[src/rtl/mbq_ram.sv]
// mbq_ram: generic single-write, single-read synchronous ram
// read data registered on read enable; no dependencies
module mbq_ram #(
    parameter int WIDTH = 8,
    parameter int DEPTH = 4,
    localparam int AW = (DEPTH > 1) ? $clog2(DEPTH) : 1
) (
    input  logic             i_clk,
    input  logic             i_we,
    input  logic [AW-1:0]    i_waddr,
    input  logic [WIDTH-1:0] i_wdata,
    input  logic             i_re,
    input  logic [AW-1:0]    i_raddr,
    output logic [WIDTH-1:0] o_rdata
);

    logic [WIDTH-1:0] r_mem [DEPTH];
    logic [WIDTH-1:0] r_rdata;

    always_ff @(posedge i_clk) begin
        if (i_we) begin
            r_mem[i_waddr] <= i_wdata;
        end
        if (i_re) begin
            r_rdata <= r_mem[i_raddr];
        end
    end

    assign o_rdata = r_rdata;

endmodule
[config.mk]
export PLATFORM = sky130hd
export DESIGN_NAME = mbq_ram
export DESIGN_NICKNAME = d
export VERILOG_FILES = /design/src/rtl/mbq_ram.sv
export SDC_FILE = /design/constraint.sdc
export NUM_CORES = 1
export LEC_CHECK = 0
export BUFFER_PORTS_ARGS = -buffer_cell sky130_fd_sc_hd__buf_2
export CAP_MARGIN = 40
export CORE_ASPECT_RATIO = 0.75
export CORE_MARGIN = 2
export CORE_UTILIZATION = 40
export DETAILED_ROUTE_END_ITERATION = 16
export GPL_ROUTABILITY_DRIVEN = 0
export SYNTH_ARGS = -nofsm -noshare
export SYNTH_HDL_FRONTEND = slang
export SYNTH_SLANG_ARGS = --single-unit
[constraint.sdc]
create_clock -name i_clk -period 1.4 [get_ports i_clk]
set_clock_uncertainty 0.1 [all_clocks]
set_input_delay 0.35 -clock i_clk [delete_from_list [all_inputs] [get_ports i_clk]]
set_output_delay 0.35 -clock i_clk [all_outputs]
set_load 0.1 [all_outputs]
### After elaboration in Yosys (flattened, before gate mapping)

Memories as Yosys holds them, arrays and structs flattened. A register that Yosys moved wholly into a read port is not among the register bits.
Index checks and enable logic that the tools add are counted.

| storage, ports and cells | value |
|---|---|
| register bits after elaboration | 0 |
| bits in latches | 0 |
| bits in writable memories | 32 |
| ROM bits | 0 |
| bits of input ports | 15 |
| output and inout bits | 8 |
| word-level logic and storage cells | 3 |
| memories | 1 |

Memory list:

| memory | words | width | rd ports | clocked after Yosys merged registers in | write ports | line | RTL |
|---|---|---|---|---|---|---|---|
| r_mem | 4 | 8 | 1 | 1 | 1 | 17 | `logic [WIDTH-1:0] r_mem [DEPTH];` |

| operators by class | value |
|---|---|
| $add $sub $neg | 0 |
| $mul | 0 |
| divide/modulo/power cells | 0 |
| order comparisons | 0 |
| equality and inequality tests | 0 |
| shifts and indexed selects | 0 |
| multiplexer cells | 2 |
| bitwise gates (word level) | 0 |
| reductions and logical operators | 0 |

Operators with widths:

| operator | count |
|---|---|
| $mux 1 | 2 |

### Longest topological paths before layout

Gate-level depths: netlist of run 1.

| depth | value |
|---|---|
| depth after elaboration | 2 |
| gate-level depth with buffers | 2 |

### Least setup slack after synthesis of run 1

OpenSTA, ideal clock, no wires.

| timing path | value |
|---|---|
| kind | input-to-reg |
| start | in i_waddr[0] |
| end | mem r_mem[0][0], enable pin |
| setup time | 0.385 ns |
| arrival | 1.029 ns |
| setup slack | -0.114 ns |
| cell stages on the path | 1 |
| path buffers | 0 |
| cells stage by stage | nor3b_1 |

RTL lines:

| element | line | RTL |
|---|---|---|
| start: declaration | 10 | `input logic [AW-1:0] i_waddr,` |
| end: declaration | 17 |  |

No word-level cell before the write port.

### Final worst setup path of run 1

| timing path | value |
|---|---|
| start | reg r_rdata[7], in the netlist o_rdata[7] (read register of r_mem) |
| end | out o_rdata[7] |

RTL lines:

| element | line | RTL |
|---|---|---|
| start: declaration | 18 | `logic [WIDTH-1:0] r_rdata;` |
| end: declaration | 14 | `output logic [WIDTH-1:0] o_rdata` |

No word-level cell between the ends.

==> results of run 1 <==
## Yosys cell counts
library cell / instances
sky130_fd_sc_hd__clkbuf_2: 1
sky130_fd_sc_hd__and3b_1: 2
sky130_fd_sc_hd__nor3b_1: 1
sky130_fd_sc_hd__mux4_2: 8
sky130_fd_sc_hd__edfxtp_1: 40
sky130_fd_sc_hd__buf_6: 1
sky130_fd_sc_hd__and3_1: 1
## how the worst max path moves through the flow
stage	slack, ns	cells past startpoint	from	end
2_1_floorplan	0.05	0	o_rdata[0]	o_rdata[0]
3_3_place_gp	-0.05	3	i_raddr[0]	o_rdata[0]
3_5_place_dp	-0.06	3	i_raddr[0]	o_rdata[6]
4_1_cts	0.04	1	o_rdata[6]	o_rdata[6]
5_1_grt	0.03	1	o_rdata[5]	o_rdata[5]
6_report	0.05	1	o_rdata[7]	o_rdata[7]
## routing by layer
layer,part of all wire,GRT usage
met2,0.48,0.1776
met4,0.019,0.06349
met1,0.45,0.1430
met5,0,0
met3,0.055,0.05072
## flip-flops by register name, summed over array words and instances (netlist names)
signal   flops
r_mem       32
o_rdata      8
## power breakdown
part           switching, mW  internal [mW]
clock network          0.328          0.320
registers             0.0243           1.39
logic                  0.190          0.134
total                  0.543           1.85
## through the flow
step	cell area (um2)	TNS [ns]
after global placement	1780	-0.4044
after CTS	1849	0
after floorplan	1434	0
after global routing	1849	0
final	1849	0
after detailed placement	1780	-0.4375
## kinds of logic after synthesis
family / after synthesis
flops: 40
mux: 8
simple gates: 4
buf+inv: 2
## area by class of cell
type / count / area share
clock buffers: 5 / 0.03721
multi-input cells: 12 / 0.1171
flip-flops and latches: 40 / 0.6495
well taps: 40 / 0.02706
repair buffers: 28 / 0.1691
==> results.yml, run 1 <==
clocking:
  ctsHoldBuffers: 0
  clock_path_buffers: 2
  cts_resized: 0
  post_cts_buffers: 0
  clock-root-buffer: "sky130_fd_sc_hd__clkbuf_8"
  cts_made_buffers: 5
  clk_pin_slew_ns: 0.07
  clk-insertion-delay-late_ns: 0.28
  cts-htree-levels: 2
  tritoncts: "yes"
  clock-sinks: 40
floorplanning:
  floorplan.core_area_mm2: 0.003356
  dieArea_mm2: 0.004071
  die_h_um: 55.76
  die_extent_in_x_um: 73.02
  start_util: 0.4258
  io-pin-count: 23
  row_count: 18
timing:
  setup_viol: 0
  least_margin_pin_slew_ns: 0.2271
  postLayoutSetupSlackWorst_ns: 0.05275
  achievable-frequency_mhz: 742.3
  report.final.hold_viol_count: 0
  final-max-slew-violation-count: 0
  final.min_clock_period_ns: 1.347
  grt_setup_unrepaired: "no"
  max-slew-margin-rel: 0.8486
  fin_hold_ws_ns: 0.1771
  finalCritPeriodShare: 0.9623
finish:
  sequential_cell_area_mm2: 0.001201
  multiInputGateArea_um2: 216.5
  syn_to_final_growth_pct: 29.42
  antennaDiodeCount: 0
  nNetsFinal: 102
  final_core_util: 0.5511
  mostFrequentLayoutCell: "sky130_fd_sc_hd__edfxtp_1"
  final.fill_count: 259
  mostFrequentLayoutCells: "sky130_fd_sc_hd__edfxtp_1, sky130_fd_sc_hd__buf_2, sky130_fd_sc_hd__buf_12, sky130_fd_sc_hd__mux4_2, sky130_fd_sc_hd__clkbuf_8"
  drive_gt1_frac: 0.4941
  stdcell_count: 125
worst_setup_path:
  critical_path.reg2reg.endpoint: "o_rdata[1]"
  critical_path.top_delay_family: "flip-flops"
  worst-path-max-fanout: 1
  timing.critical_path.slowest_cell_delay_ns: 0.42
  r2r-start: "r_mem[3][1]"
  critPathCaptureType: "output pin"
  r2r_setup_slack_ns: 0.21
  crit_required_ns: 0.95
  startpoint_type: "flop"
  crit_arrival_ns: 0.90
  critical_path.cell_chain: "buf_12"
  timing.critical_path.slowest_stage_cell: "sky130_fd_sc_hd__edfxtp_1"
  ff2ff_path_depth: 1
  timing.setup.critical_path_class: "reg -> out"
  critPathBufInv: 1
grt:
  global_route_wire_length_before_repair_um: 3298
  grt_start_max_net_pins: 11
  antenna_found_initial: 0
  grtUsageTotal: 0.1181
  globalRoute.totalOverflow: 0
  grt_pass1_vias: 669
placement:
  post-place-ws_ns: -0.05793
  count_of_buffers_from_port_buffering: 22
  numPlacedInstances: 120
power:
  peakVddDrop_mv: 0.7482
  pd_cells_mw_per_mm2: 1292
  fin_total_pwr_mw: 2.390
  power.leakage_nw: 0.6543
worst_hold_path:
  number_of_instances_on_the_worst_hold_path: 1
  hold_path.startpoint: "i_wdata[2]"
  hp-class: "in -> reg"
  min_to: "r_mem[3][2]"
synthesis:
  synth_compound_gate_area_share: 0
  post_synth_xor_area_fraction: 0
  syn_area_per_cell_um2: 26.46
  synth.top_cell.area_share: 0.8406
  synthAdderAreaFrac: 0
  synth_seq_area_share: 0.8406
  syn_nets: 69
  dominant_combinational_cell_family_by_area_after_synthesis: "multiplexers"
  synthMuxAreaShare: 0.1261
  yosys_register_bits: 40
  ys_types: 7
  post_synthesis_instance_area_mm2: 0.001429
  post_synth_and_or_nand_nor_area_fraction: 0.02189
  yosysTopAreaCell: "sky130_fd_sc_hd__edfxtp_1"
  post_synth_inst_count: 54
  post_synth_main_area_contributors: "sky130_fd_sc_hd__edfxtp_1, sky130_fd_sc_hd__mux4_2, sky130_fd_sc_hd__and3b_1"
  yosysWarnings: 0
route:
  detail_route.first_pass.iterations: 4
  routed-via-count: 629
  via_per_inst: 5.032
  drt-total-wl_um: 2094
  post-route-drc-count: 0
  detail_route_antenna_nets: 0
  wire_per_inst_um: 16.75
  dr.first_iter.drc_count: 34
status:
  outcome: "completed"
run:
  cap_viol_max_count: 0
(Power assumes the default switching activity.)
==> run 2: changes to the inputs <==
--- a/config.mk
+++ b/config.mk
@@ -7,11 +7,13 @@
 export LEC_CHECK = 0
 export BUFFER_PORTS_ARGS = -buffer_cell sky130_fd_sc_hd__buf_2
 export CAP_MARGIN = 40
+export CELL_PAD_IN_SITES_DETAIL_PLACEMENT = 0
+export CELL_PAD_IN_SITES_GLOBAL_PLACEMENT = 1
 export CORE_ASPECT_RATIO = 0.75
-export CORE_MARGIN = 2
 export CORE_UTILIZATION = 40
 export DETAILED_ROUTE_END_ITERATION = 16
 export GPL_ROUTABILITY_DRIVEN = 0
+export PLACE_DENSITY = 0.81
 export SYNTH_ARGS = -nofsm -noshare
 export SYNTH_HDL_FRONTEND = slang
 export SYNTH_SLANG_ARGS = --single-unit
==> run 2 against run 1 <==
Effect of this change:
- flip-flop and latch count did not move
- sequential power about the same
- cell area grew 0.74%
- via count rose by 4.1%
- clock-buffer cell count is the same
- critical path type unchanged
- largest cell class unchanged
==> results.yml, run 2 (synthesis results as in run 1) <==
finish:
  largest_register_ffs: 32
  antennaDiodeCount: 0
  largest_register: "r_mem"
  syn_to_final_growth_pct: 30.39
  drive_gt1_frac: 0.5000
  final.fill_count: 273
  mostFrequentLayoutCells: "sky130_fd_sc_hd__edfxtp_1, sky130_fd_sc_hd__buf_2, sky130_fd_sc_hd__buf_12, sky130_fd_sc_hd__mux4_2, sky130_fd_sc_hd__clkbuf_8"
  final_core_util: 0.5552
  nNetsFinal: 102
  mostFrequentLayoutCell: "sky130_fd_sc_hd__edfxtp_1"
timing:
  setup_viol: 0
  final-max-slew-violation-count: 0
  achievable-frequency_mhz: 733.5
  finalCritPeriodShare: 0.9738
  least_margin_pin_slew_ns: 0.2295
  setup_total_negative_slack_ns: 0
  final.min_clock_period_ns: 1.363
  report.final.hold_viol_count: 0
  grt_setup_unrepaired: "yes"
  fin_hold_ws_ns: 0.1752
  max-slew-margin-rel: 0.8470
power:
  power_switching_uw: 584.8
  seq_power_share: 0.578
  power_switching_share: 0.2388
  peakVddDrop_mv: 0.7407
  comb_power_share: 0.133
  internal-power_mw: 1.864
  clock_power_share: 0.289
  pd_cells_mw_per_mm2: 1314
  power.leakage_nw: 0.6637
clocking:
  clock-sinks: 40
  clock-root-buffer: "sky130_fd_sc_hd__clkbuf_8"
  tritoncts: "yes"
  cts-htree-levels: 2
  cts_resized: 0
  clk_pin_slew_ns: 0.07
  clk-insertion-delay-late_ns: 0.29
  clock_path_buffers: 2
  cts_made_buffers: 5
grt:
  antenna_found_initial: 0
  grt_start_max_net_pins: 13
  grt_pass1_vias: 676
  globalRoute.totalOverflow: 0
  grtUsageTotal: 0.1394
  global_route_wire_length_before_repair_um: 3505
floorplanning:
  die_h_um: 53.76
  io-pin-count: 23
  start_util: 0.4258
  dieArea_mm2: 0.003818
  floorplan.core_area_mm2: 0.003356
  row_count: 18
  die_extent_in_x_um: 71.02
status:
  outcome: "completed"
worst_setup_path:
  ff2ff_path_depth: 1
  worst-path-max-fanout: 1
  timing.setup.critical_path_class: "reg -> out"
  crit_required_ns: 0.95
  critical_path.top_delay_family: "flip-flops"
  critical_path.cell_chain: "buf_12"
  startpoint_type: "flop"
  timing.critical_path.slowest_stage_cell: "sky130_fd_sc_hd__edfxtp_1"
  crit_arrival_ns: 0.91
  path_depth: 1
  critPathBufInv: 1
  critPathCaptureType: "output pin"
  timing.critical_path.slowest_cell_delay_ns: 0.43
route:
  via_per_inst: 5.117
  detail_route.first_pass.iterations: 5
  detail_route_antenna_nets: 0
  post-route-drc-count: 0
  dr.first_iter.drc_count: 30
  routed-via-count: 655
  drt-total-wl_um: 2213
  wire_per_inst_um: 17.29
worst_hold_path:
  hp-class: "in -> reg"
  number_of_instances_on_the_worst_hold_path: 1
run:
  cap_viol_max_count: 0
placement:
  count_of_buffers_from_port_buffering: 22
[run 2: cell types whose count changed in the layout (fill, tap and decap cells not counted), sizes merged]
cell	before	now
clkinv	0	3
[run 2: final cells by class]
class / instances / area (um2) / share of cell area
clock inverter: 3 / 13.76 / 0.007387
sequential: 40 / 1201 / 0.6447
clock buffer: 5 / 68.82 / 0.03694
multi-input combinational: 12 / 216.5 / 0.1162
tap: 40 / 50.05 / 0.02686
timing repair buffer: 28 / 312.8 / 0.1679
[run 2: layer usage]
layer  up-vias  share of wire  track usage
met4         0          0.011      0.04000
met3         6          0.067      0.07303
li1        297              -            -
met1       330           0.44       0.1660
met5         -              0            0
met2        22           0.48       0.2260
[run 2: repair_timing]
item / CTS / global route
setup endpoints to repair: 0 / 1
buffers inserted: 0 / 0
hold buffers: 0 / 0
[run 2: final timing paths]
path | start | end | slack [ns]
worst max-delay path | o_rdata[5] | o_rdata[5] | 0.04
worst min-delay path | i_wdata[2] | r_mem[3][2] | 0.18
worst max register to register | r_mem[3][2] | o_rdata[2] | 0.20
worst min register to register | r_mem[2][1] | o_rdata[1] | 0.53
[run 2: power by group through the flow]
stage	Clock [mW]	Combinational, mW	Sequential, mW
CTS	0.732	0.330	1.42
detailed placement	0	0.330	1.44
global route	0.785	0.339	1.42
finish	0.707	0.325	1.42
floorplan	0	0.0622	1.56
global placement	0	0.324	1.44
[run 2: stage by stage]
stage / setup WS, ns / power [mW] / cells / area (um2)
after global routing: -0.001028 / 2.546 / 128 / 1863
after detailed placement: -0.07184 / 1.774 / 120 / 1780
after floorplan: 0.04598 / 1.621 / 54 / 1434
after CTS: 0.009844 / 2.480 / 128 / 1863
after global placement: -0.05271 / 1.765 / 120 / 1780
final: 0.03662 / 2.449 / 128 / 1863
